<file path="config.mk">
export PLATFORM = sky130hd
export DESIGN_NAME = format_spec_parser
export DESIGN_NICKNAME = d
export VERILOG_FILES = /design/src/hdl/fsp_pkg.sv /design/src/hdl/fsp_parse.sv /design/src/hdl/fsp_outq.sv /design/src/hdl/format_spec_parser.sv
export SDC_FILE = /design/constraint.sdc
export NUM_CORES = 1
export LEC_CHECK = 0
export ABC_CLOCK_PERIOD_IN_PS = 7570
export BUFFER_PORTS_ARGS = -buffer_cell sky130_fd_sc_hd__buf_2
export CELL_PAD_IN_SITES_DETAIL_PLACEMENT = 0
export CELL_PAD_IN_SITES_GLOBAL_PLACEMENT = 2
export CORE_ASPECT_RATIO = 0.75
export CORE_MARGIN = 10
export CORE_UTILIZATION = 41
export CTS_BUF_LIST = sky130_fd_sc_hd__clkbuf_8
export CTS_CLUSTER_SIZE = 30
export DETAILED_ROUTE_END_ITERATION = 12
export PLACE_DENSITY = 0.81
export SLEW_MARGIN = 20
export SYNTH_ARGS = -nofsm -noshare
export SYNTH_HDL_FRONTEND = slang
export SYNTH_SLANG_ARGS = --single-unit
</file>
<file path="constraint.sdc">
create_clock -name clk -period 7.57 [get_ports clk]
set_input_delay 0.3785 -clock clk [delete_from_list [all_inputs] [get_ports clk]]
set_output_delay 0.3785 -clock clk [all_outputs]
set_load 0.02 [all_outputs]
</file>
<file path="src/hdl/fsp_pkg.sv">
// Package for the format spec parser: widths, codes, payload and state types.
package fsp_pkg;

  localparam int INDEX_BITS = 32;
  localparam int WIDTH_BITS = 16;

  localparam int OUTQ_DEPTH = 4;
  localparam int OUTQ_PTR_W = $clog2(OUTQ_DEPTH);
  localparam int OUTQ_CNT_W = $clog2(OUTQ_DEPTH + 1);

  localparam logic [7:0] CH_PRINT_LO = 8'h20;
  localparam logic [7:0] CH_PRINT_HI = 8'h7E;
  localparam logic [7:0] CH_LT       = 8'h3C;
  localparam logic [7:0] CH_GT       = 8'h3E;
  localparam logic [7:0] CH_EQ       = 8'h3D;
  localparam logic [7:0] CH_CARET    = 8'h5E;
  localparam logic [7:0] CH_DOT      = 8'h2E;
  localparam logic [7:0] CH_LBRACK   = 8'h5B;
  localparam logic [7:0] CH_RBRACK   = 8'h5D;
  localparam logic [7:0] CH_BANG     = 8'h21;
  localparam logic [7:0] CH_COLON    = 8'h3A;
  localparam logic [7:0] CH_HASH     = 8'h23;
  localparam logic [7:0] FILL_DEFAULT = CH_PRINT_LO;

  localparam logic [1:0] KIND_FIRST = 2'd0;
  localparam logic [1:0] KIND_NEXT  = 2'd1;
  localparam logic [1:0] KIND_INDEX = 2'd2;
  localparam logic [1:0] KIND_FINAL = 2'd3;

  localparam logic [1:0] CONV_NONE = 2'd0;
  localparam logic [1:0] CONV_STR  = 2'd1;
  localparam logic [1:0] CONV_REPR = 2'd2;

  localparam logic [2:0] ALIGN_NONE   = 3'd0;
  localparam logic [2:0] ALIGN_LEFT   = 3'd1;
  localparam logic [2:0] ALIGN_RIGHT  = 3'd2;
  localparam logic [2:0] ALIGN_NUMBER = 3'd3;
  localparam logic [2:0] ALIGN_CENTER = 3'd4;

  localparam logic [1:0] SIGN_NONE  = 2'd0;
  localparam logic [1:0] SIGN_PLUS  = 2'd1;
  localparam logic [1:0] SIGN_MINUS = 2'd2;
  localparam logic [1:0] SIGN_SPACE = 2'd3;

  localparam logic [1:0] GROUP_NONE  = 2'd0;
  localparam logic [1:0] GROUP_COMMA = 2'd1;
  localparam logic [1:0] GROUP_UNDER = 2'd2;

  localparam logic [3:0] TYPE_NONE  = 4'd0;
  localparam logic [3:0] TYPE_B     = 4'd1;
  localparam logic [3:0] TYPE_C     = 4'd2;
  localparam logic [3:0] TYPE_D     = 4'd3;
  localparam logic [3:0] TYPE_O     = 4'd4;
  localparam logic [3:0] TYPE_X     = 4'd5;
  localparam logic [3:0] TYPE_XUP   = 4'd6;
  localparam logic [3:0] TYPE_N     = 4'd7;
  localparam logic [3:0] TYPE_S     = 4'd8;

  typedef enum logic [14:0] {
    PH_ACC      = 15'h0001,
    PH_NAME     = 15'h0002,
    PH_IDX0     = 15'h0004,
    PH_IDX      = 15'h0008,
    PH_CONV     = 15'h0010,
    PH_POSTCONV = 15'h0020,
    PH_FILL0    = 15'h0040,
    PH_FILL1    = 15'h0080,
    PH_SIGN     = 15'h0100,
    PH_ALT      = 15'h0200,
    PH_WIDTH    = 15'h0400,
    PH_WDIG     = 15'h0800,
    PH_GROUP    = 15'h1000,
    PH_TYPE     = 15'h2000,
    PH_DONE     = 15'h4000
  } phase_t;

  typedef struct packed {
    logic [7:0] ch;
    logic       has_char;
    logic       last;
  } in_item_t;

  typedef struct packed {
    logic [1:0]  kind;
    logic [7:0]  char_value;
    logic [31:0] index_value;
    logic        ok;
    logic [1:0]  conversion;
    logic        fill_given;
    logic [2:0]  align;
    logic [1:0]  sign_mode;
    logic        alternate;
    logic [15:0] field_width;
    logic [1:0]  grouping;
    logic [3:0]  spec_type;
  } out_item_t;

  typedef struct packed {
    logic      a_valid;
    out_item_t a;
    logic      b_valid;
    out_item_t b;
  } res_pair_t;

  typedef struct packed {
    logic [1:0] conversion;
    logic       fill_given;
    logic [7:0] fill_char;
    logic [2:0] align;
    logic [1:0] sign_mode;
    logic       alternate;
    logic [1:0] grouping;
    logic [3:0] spec_type;
  } spec_t;

  typedef struct packed {
    phase_t                  phase;
    logic [7:0]              pend;
    logic [INDEX_BITS-1:0]   idx;
    logic [WIDTH_BITS-1:0]   wid;
    logic                    in_name;
    logic                    err;
    spec_t                   spec;
  } pstate_t;

endpackage

</file>
<file path="src/hdl/fsp_parse.sv">
// Parser state registers and the per-character next-state and result decode.
module fsp_parse (
  input  logic               clk,
  input  logic               rst_n,
  input  logic               accept,
  input  fsp_pkg::in_item_t  in_data,
  output fsp_pkg::res_pair_t res
);

  localparam int IB = fsp_pkg::INDEX_BITS;
  localparam int WB = fsp_pkg::WIDTH_BITS;

  fsp_pkg::pstate_t st_r, st_nxt, st_rst;

  function automatic logic is_dec_digit(logic [7:0] c);
    return (c >= "0") && (c <= "9");
  endfunction

  function automatic logic [2:0] align_code(logic [7:0] c);
    logic [2:0] a;
    a = fsp_pkg::ALIGN_NONE;
    if (c == fsp_pkg::CH_LT) a = fsp_pkg::ALIGN_LEFT;
    else if (c == fsp_pkg::CH_GT) a = fsp_pkg::ALIGN_RIGHT;
    else if (c == fsp_pkg::CH_EQ) a = fsp_pkg::ALIGN_NUMBER;
    else if (c == fsp_pkg::CH_CARET) a = fsp_pkg::ALIGN_CENTER;
    return a;
  endfunction

  function automatic logic [3:0] type_code(logic [7:0] c);
    logic [3:0] t;
    t = fsp_pkg::TYPE_NONE;
    if (c == "b") t = fsp_pkg::TYPE_B;
    else if (c == "c") t = fsp_pkg::TYPE_C;
    else if (c == "d") t = fsp_pkg::TYPE_D;
    else if (c == "o") t = fsp_pkg::TYPE_O;
    else if (c == "x") t = fsp_pkg::TYPE_X;
    else if (c == "X") t = fsp_pkg::TYPE_XUP;
    else if (c == "n") t = fsp_pkg::TYPE_N;
    else if (c == "s") t = fsp_pkg::TYPE_S;
    return t;
  endfunction

  // sign, '#', width, grouping, type, each part optional and in order
  function automatic fsp_pkg::pstate_t spec_char(fsp_pkg::pstate_t s_in, logic [7:0] c);
    fsp_pkg::pstate_t s;
    logic             done;
    logic [WB+3:0]    wsum;
    logic [3:0]       tc;
    s    = s_in;
    done = 1'b0;
    wsum = '0;
    tc   = type_code(c);
    if (!s.err) begin
      if (s.phase == fsp_pkg::PH_SIGN) begin
        s.phase = fsp_pkg::PH_ALT;
        if (c == "+") begin
          s.spec.sign_mode = fsp_pkg::SIGN_PLUS;
          done = 1'b1;
        end else if (c == "-") begin
          s.spec.sign_mode = fsp_pkg::SIGN_MINUS;
          done = 1'b1;
        end else if (c == " ") begin
          s.spec.sign_mode = fsp_pkg::SIGN_SPACE;
          done = 1'b1;
        end
      end
      if (!done && s.phase == fsp_pkg::PH_ALT) begin
        s.phase = fsp_pkg::PH_WIDTH;
        if (c == fsp_pkg::CH_HASH) begin
          s.spec.alternate = 1'b1;
          done = 1'b1;
        end
      end
      if (!done && s.phase == fsp_pkg::PH_WIDTH) begin
        if (is_dec_digit(c)) begin
          s.wid   = WB'(c[3:0]);
          s.phase = fsp_pkg::PH_WDIG;
          done    = 1'b1;
        end else begin
          s.phase = fsp_pkg::PH_GROUP;
        end
      end
      if (!done && s.phase == fsp_pkg::PH_WDIG) begin
        if (is_dec_digit(c)) begin
          wsum = ({4'b0, s.wid} << 3) + ({4'b0, s.wid} << 1) + (WB+4)'(c[3:0]);
          if (|wsum[WB+3:WB]) s.err = 1'b1;
          else s.wid = wsum[WB-1:0];
          done = 1'b1;
        end else begin
          s.phase = fsp_pkg::PH_GROUP;
        end
      end
      if (!done && s.phase == fsp_pkg::PH_GROUP) begin
        s.phase = fsp_pkg::PH_TYPE;
        if (c == ",") begin
          s.spec.grouping = fsp_pkg::GROUP_COMMA;
          done = 1'b1;
        end else if (c == "_") begin
          s.spec.grouping = fsp_pkg::GROUP_UNDER;
          done = 1'b1;
        end
      end
      if (!done && s.phase == fsp_pkg::PH_TYPE) begin
        s.phase = fsp_pkg::PH_DONE;
        if (tc != fsp_pkg::TYPE_NONE) begin
          s.spec.spec_type = tc;
          done = 1'b1;
        end
      end
      if (!done) s.err = 1'b1;
    end
    return s;
  endfunction

  fsp_pkg::pstate_t s;
  logic             has;
  logic [7:0]       c;
  logic [IB-1:0]    ibase;
  logic [IB+3:0]    isum;
  logic [2:0]       a0, a1;

  always_comb begin
    st_rst       = '0;
    st_rst.phase = fsp_pkg::PH_ACC;
  end

  always_comb begin
    s     = st_r;
    c     = in_data.ch;
    has   = in_data.has_char;
    res   = '0;
    ibase = '0;
    isum  = '0;
    a0    = align_code(st_r.pend);
    a1    = align_code(c);

    if (has && !s.err) begin
      if (s.phase == fsp_pkg::PH_NAME) begin
        if (((c >= "a") && (c <= "z")) || (c == "_")) begin
          res.a_valid      = 1'b1;
          res.a.kind       = s.in_name ? fsp_pkg::KIND_NEXT : fsp_pkg::KIND_FIRST;
          res.a.char_value = c;
          s.in_name        = 1'b1;
          has              = 1'b0;
        end else if (!s.in_name) begin
          s.err = 1'b1;
        end else begin
          s.in_name = 1'b0;
          s.phase   = fsp_pkg::PH_ACC;
        end
      end
      if (has && !s.err) begin
        unique case (s.phase)
          fsp_pkg::PH_ACC: begin
            if (c == fsp_pkg::CH_DOT) begin
              s.phase   = fsp_pkg::PH_NAME;
              s.in_name = 1'b0;
            end else if (c == fsp_pkg::CH_LBRACK) begin
              s.phase = fsp_pkg::PH_IDX0;
              s.idx   = '0;
            end else if (c == fsp_pkg::CH_BANG) begin
              s.phase = fsp_pkg::PH_CONV;
            end else if (c == fsp_pkg::CH_COLON) begin
              s.phase = fsp_pkg::PH_FILL0;
            end else begin
              s.err = 1'b1;
            end
          end
          fsp_pkg::PH_IDX0, fsp_pkg::PH_IDX: begin
            if (is_dec_digit(c)) begin
              ibase = (s.phase == fsp_pkg::PH_IDX0) ? '0 : s.idx;
              isum  = ({4'b0, ibase} << 3) + ({4'b0, ibase} << 1) + (IB+4)'(c[3:0]);
              if (|isum[IB+3:IB]) s.err = 1'b1;
              else s.idx = isum[IB-1:0];
              s.phase = fsp_pkg::PH_IDX;
            end else if (c == fsp_pkg::CH_RBRACK && s.phase == fsp_pkg::PH_IDX) begin
              res.a_valid       = 1'b1;
              res.a.kind        = fsp_pkg::KIND_INDEX;
              res.a.index_value = 32'(s.idx);
              s.idx             = '0;
              s.phase           = fsp_pkg::PH_ACC;
            end else begin
              s.err = 1'b1;
            end
          end
          fsp_pkg::PH_CONV: begin
            if (c == "s") begin
              s.spec.conversion = fsp_pkg::CONV_STR;
              s.phase           = fsp_pkg::PH_POSTCONV;
            end else if (c == "r") begin
              s.spec.conversion = fsp_pkg::CONV_REPR;
              s.phase           = fsp_pkg::PH_POSTCONV;
            end else begin
              s.err = 1'b1;
            end
          end
          fsp_pkg::PH_POSTCONV: begin
            if (c == fsp_pkg::CH_COLON) s.phase = fsp_pkg::PH_FILL0;
            else s.err = 1'b1;
          end
          fsp_pkg::PH_FILL0: begin
            s.pend  = c;
            s.phase = fsp_pkg::PH_FILL1;
          end
          fsp_pkg::PH_FILL1: begin
            s.phase = fsp_pkg::PH_SIGN;
            if (a1 != fsp_pkg::ALIGN_NONE) begin
              if (s.pend < fsp_pkg::CH_PRINT_LO || s.pend > fsp_pkg::CH_PRINT_HI) begin
                s.err = 1'b1;
              end else begin
                s.spec.fill_given = 1'b1;
                s.spec.fill_char  = s.pend;
                s.spec.align      = a1;
              end
            end else if (a0 != fsp_pkg::ALIGN_NONE) begin
              s.spec.align = a0;
              s = spec_char(s, c);
            end else begin
              s = spec_char(spec_char(s, s.pend), c);
            end
            s.pend = '0;
          end
          default: begin
            s = spec_char(s, c);
          end
        endcase
      end
    end

    if (in_data.last) begin
      if (!s.err) begin
        if (s.phase == fsp_pkg::PH_NAME && !s.in_name) begin
          s.err = 1'b1;
        end else if (s.phase == fsp_pkg::PH_IDX0 || s.phase == fsp_pkg::PH_IDX ||
                     s.phase == fsp_pkg::PH_CONV) begin
          s.err = 1'b1;
        end else if (s.phase == fsp_pkg::PH_FILL1) begin
          s.phase = fsp_pkg::PH_SIGN;
          if (align_code(s.pend) != fsp_pkg::ALIGN_NONE) s.spec.align = align_code(s.pend);
          else s = spec_char(s, s.pend);
        end
      end
      res.b_valid = 1'b1;
      res.b.kind  = fsp_pkg::KIND_FINAL;
      if (!s.err) begin
        res.b.char_value  = s.spec.fill_given ? s.spec.fill_char : fsp_pkg::FILL_DEFAULT;
        res.b.ok          = 1'b1;
        res.b.conversion  = s.spec.conversion;
        res.b.fill_given  = s.spec.fill_given;
        res.b.align       = s.spec.align;
        res.b.sign_mode   = s.spec.sign_mode;
        res.b.alternate   = s.spec.alternate;
        res.b.field_width = 16'(s.wid);
        res.b.grouping    = s.spec.grouping;
        res.b.spec_type   = s.spec.spec_type;
      end
      st_nxt = st_rst;
    end else begin
      st_nxt = s;
    end
  end

  always_ff @(posedge clk) begin
    if (!rst_n) begin
      st_r <= st_rst;
    end else if (accept) begin
      st_r <= st_nxt;
    end
  end

endmodule

</file>
<file path="src/hdl/fsp_outq.sv">
// Result queue: takes up to two results per transfer, hands out one per cycle while out_ready is high.
module fsp_outq (
  input  logic                clk,
  input  logic                rst_n,
  input  logic                accept,
  input  fsp_pkg::res_pair_t  res,
  output logic                in_ready,
  output logic                out_valid,
  input  logic                out_ready,
  output fsp_pkg::out_item_t  out_data
);

  localparam int PW = fsp_pkg::OUTQ_PTR_W;
  localparam int CW = fsp_pkg::OUTQ_CNT_W;

  fsp_pkg::out_item_t mem_r [fsp_pkg::OUTQ_DEPTH];
  logic [PW-1:0] head_r, head_nxt, tail_r, tail_nxt, tail_b;
  logic [CW-1:0] count_r, count_nxt;
  logic          push_a, push_b, pop;
  logic [1:0]    push_n;

  assign push_a    = accept && res.a_valid;
  assign push_b    = accept && res.b_valid;
  assign push_n    = {1'b0, push_a} + {1'b0, push_b};
  assign out_valid = (count_r != '0);
  assign pop       = out_valid && out_ready;
  assign out_data  = mem_r[head_r];
  assign in_ready  = (count_r <= CW'(fsp_pkg::OUTQ_DEPTH - 2));
  assign tail_b    = push_a ? PW'(tail_r + 1'b1) : tail_r;

  always_comb begin
    head_nxt  = pop ? PW'(head_r + 1'b1) : head_r;
    tail_nxt  = PW'(tail_r + PW'(push_n));
    count_nxt = CW'(count_r + CW'(push_n) - CW'(pop));
  end

  always_ff @(posedge clk) begin
    if (!rst_n) begin
      head_r  <= '0;
      tail_r  <= '0;
      count_r <= '0;
    end else begin
      head_r  <= head_nxt;
      tail_r  <= tail_nxt;
      count_r <= count_nxt;
    end
  end

  always_ff @(posedge clk) begin
    if (push_a) mem_r[tail_r] <= res.a;
    if (push_b) mem_r[tail_b] <= res.b;
  end

endmodule

</file>
<file path="src/hdl/format_spec_parser.sv">
// Top level of the format spec parser: handshake, parser and result queue.
// One character is taken per cycle while in_ready is high; its results go
// into the result queue on the transfer. A name character or an index gives
// one result, the last item adds the final spec result; an item with two
// results sends them in turn. Results wait in a four-entry queue, and in_ready
// is high while the queue has room for two more, so input keeps flowing at
// one item per cycle as long as the output side drains one result per cycle.
module format_spec_parser (
  input  logic               clk,
  input  logic               rst_n,
  input  logic               in_valid,
  output logic               in_ready,
  input  fsp_pkg::in_item_t  in_data,
  output logic               out_valid,
  input  logic               out_ready,
  output fsp_pkg::out_item_t out_data
);

  logic               accept;
  fsp_pkg::res_pair_t res;

  assign accept = in_valid && in_ready;

  fsp_parse u_parse (
    .clk     (clk),
    .rst_n   (rst_n),
    .accept  (accept),
    .in_data (in_data),
    .res     (res)
  );

  fsp_outq u_outq (
    .clk       (clk),
    .rst_n     (rst_n),
    .accept    (accept),
    .res       (res),
    .in_ready  (in_ready),
    .out_valid (out_valid),
    .out_ready (out_ready),
    .out_data  (out_data)
  );

endmodule

</file>
==> results.toml <==
[clock_tree]
clk_pin_slew_worst_paths_ps = 60
postCtsSetupBuffers = 0
cts_inserted_buffers = 68
clock_path_buffers = 3
insertion_delay_ps = 680
cts_tree = "built"
root_buffer = "clkbuf_8"
htreeDepth = 3
cts.sinks = 401

[yosys]
synthDistinctLibCells = 98
synth_area_leader_cell = "edfxtp_1"
yosysMostFrequentCell = "nand2_1"
syn_inst = 2935
syn_area_sq_um = 25950
synth_edf_count = 168
synthArstFlopShare_pct = 0
yosysSeqAreaShare_pct = 37.41
syn-num-nets = 3090
yosys-top-cells-count = "378 x nand2_1, 253 x nor2_1, 239 x o21ai_0"
synth_seq_cells = 401
ys.flop_type = "dfxtp_1"
netlist.area_leader.share_pct = 19.44
yosysWarnings = 0
avgSynthCellArea_sq_um = 8.843
synth_area_leaders = "edfxtp_1 19%, dfxtp_1 18%, ha_1 6.5%, mux4_2 6.4%, nand2_1 5.5%"

[worst_setup_path]
worst-setup-path-type = "reg2reg"
r2r_start = "u_parse.st_r[81]"
worstSetupStartpoint = "u_parse.st_r[81]"
critPathSlowestCell = "or4_1"
r2r-end = "u_outq.mem_r[0][4]"
cp-end-kind = "register"
critPathArrivalTime_ps = 7760
crit_path_end = "u_outq.mem_r[0][4]"
worst-r2r-setup-slack_ps = 220
start_kind = "register"
cp_cell_sequence = "or4_1 -> or4_1 -> a221o_1 -> nand4b_1 -> mux2_2 -> fa_1 -> inv_1 -> fa_1 -> nor2b_1 -> o31ai_1 -> a211oi_2 -> a41oi_1 -> o31a_1 -> nor3_1 -> o21ai_0 -> o21a_1 -> o32ai_4 -> buf_12 -> and3_1 -> a2bb2oi_1 -> buf_4 -> nor2_1"
crit_required_ps = 7980
cpPeakStageDelay_ps = 630
worst_r2r_path_depth = 22
path_max_fanout = 19

[pwr]
p_total_mw = 5.876
leakagePower_nw = 10.80
peakVddDrop_mv = 0.1492
power.share.clock_pct = 34.7
combPwrFrac_pct = 24.4
p_sw_share_pct = 34.36
switchingPower_mw = 2.019
power.density_nw_per_um2 = 202.7
power.internal_mw = 3.857
seq_power_share_pct = 40.9

[sta]
worst_hold_slack_ps = 178.9
final-hold-violation-count = 0
worst_slew_pin_slew_ps = 1151
fmax_mhz = 136.1
tns_ps = 0
setup_violations = 0
finalCritPeriodShare_pct = 97.05
period_minus_slack_ps = 7346
fin_skew_ps = 44.75
rsz0062_at_grt = "no"
slew_headroom_pct = 22.96
drv_slew = 0

[min_path]
min_path_type = "in2reg"

[grt]
grt_pass1_wl_um = 146300
grt_antenna_before_repair = 3
grt_util_all_layers_pct = 25.57
grt_overflow = 0
grt_max_degree = 81
grt_pass1_vias = 22440

[route]
vias = 23990
via_per_inst = 6.150
drt_iter0_drc = 2764
wl_um = 98660
detail_route.drc_violations = 0
ant_nets = 0
routedWlPerCell_um = 25.29
first_pass_iters = 6

[placed_design]
gp_congestion = 1.004
port_buffers = 89
dp.cells = 3777
dp_hpwl_um = 71670

[die]
die_width_um = 310.5
die-height_um = 237.9
io-pin-count = 90
die_area_sq_um = 73870
row_count = 79
start_util_pct = 41.61
core_area_sq_um = 62370

[run_status]
status = "finished, final reports clean"

[final_layout]
drive_gt1_share_pct = 14.82
stdcell_count = 3901
final_nets = 3152
syn2layout_area_growth_pct = 11.67
fillers = 5974

[job]
drv_cap = 0
[per-stage QoR]
| step | utilization [%] | instance area (sq um) | setup slack, ps |
|---|---|---|---|
| floorplan | - | 25950 | 939.9 |
| global placement | 44.22 | 27580 | 340.8 |
| detailed placement | 44.23 | 27580 | 185.5 |
| CTS | 46.43 | 28960 | 169.0 |
| global route | 46.46 | 28980 | 8.691 |
| finish | 46.47 | 28980 | 223.7 |
[cell type report]
| type | count | area [sq um] | share of cell area [%] |
|---|---|---|---|
| Clock buffer | 76 | 1046 | 3.609 |
| Multi-Input combinational cell | 2262 | 15280 | 52.72 |
| Sequential cell | 401 | 9717 | 33.53 |
| Inverter | 67 | 251.5 | 0.8677 |
| Tap cell | 850 | 1064 | 3.669 |
| Antenna cell | 2 | 5.005 | 0.01727 |
| Clock inverter | 46 | 327.8 | 1.131 |
| Timing Repair Buffer | 197 | 1294 | 4.464 |
[flip-flops by register name (all words and copies together) (netlist names), named ones only]
signal,count
u_outq.count_r,3
u_outq.head_r,2
u_outq.mem_r,296
u_outq.tail_r,2
u_parse.st_r,96
[power groups by stage]
stage	clock network, mW	logic [mW]	registers (mW)
after global placement	0	1.41	2.45
after floorplan	0	0.947	2.37
after global routing	2.17	1.53	2.42
after CTS	2.08	1.42	2.41
final	2.04	1.43	2.41
after detailed placement	0	1.41	2.45
[logic make-up after synthesis]
| group | count (synthesis) | share of synthesized area [%] |
|---|---|---|
| DFF | 401 | 37.41 |
| buffers and inverters | 272 | 4.194 |
| AOI/OAI and AO/OA | 767 | 19.09 |
| muxes | 103 | 7.646 |
| and+or+nand+nor | 1196 | 22.80 |
| adders and majority gates | 141 | 7.000 |
| xor gates and xnor gates | 55 | 1.856 |
[worst min-delay path by stage]
stage / from / to / cells after the start
6_report: rst_n / u_parse.st_r[81] / 2
5_1_grt: rst_n / u_parse.st_r[81] / 2
4_1_cts: rst_n / u_parse.st_r[81] / 2
3_3_place_gp: u_outq.mem_r[2][45] / u_outq.mem_r[2][45] / 2
3_5_place_dp: u_outq.mem_r[1][40] / u_outq.mem_r[1][40] / 2
2_1_floorplan: u_outq.mem_r[1][32] / u_outq.mem_r[1][32] / 2
[cells in the final DEF, fill, tap and decap left out, types with 35 or more instances in the layout]
cell type	netlist	layout
a21boi_0	40	40
a21oi_1	144	144
a22oi_1	37	37
and2_1	75	74
buf_2	23	89
buf_4	0	105
clkbuf_8	0	76
dfxtp_1	233	231
edfxtp_1	168	168
ha_1	134	134
inv_1	65	74
mux4_2	74	74
nand2_1	378	376
nand2b_1	42	41
nand3_1	82	81
nor2_1	253	251
nor2b_1	87	87
nor3_1	84	83
o21ai_0	239	238
o22ai_1	36	36
or3_1	41	41
xnor2_1	35	35
[layer usage]
metal  up-vias  wire length (um)  share of wire (%)  global-route usage, %
met4         0              1572                1.6                  5.147
met3       132             11240                 11                  8.111
met1     11780             47910                 49                  39.43
met5         -                 0                  0                      0
met2      1142             37940                 38                  33.78
li1      10940                 -                  -                      -
[critical path, delay by kind of cell, from the launching register on]
kind / cells / cell delay, ps
AND/OR/NAND/NOR: 7 / 2460
adder cells (fa/ha/maj): 2 / 970
buffers and inverters: 3 / 460
AO/OA/AOI/OAI: 9 / 2360
flip-flops: 1 / 390
multiplexers: 1 / 420
[timing repair]
action | CTS | global route
hold buffers | 0 | 0
gates resized for setup | 0 | 4
endpoints found under the setup margin | 0 | 113
(Power assumes the default switching activity.)
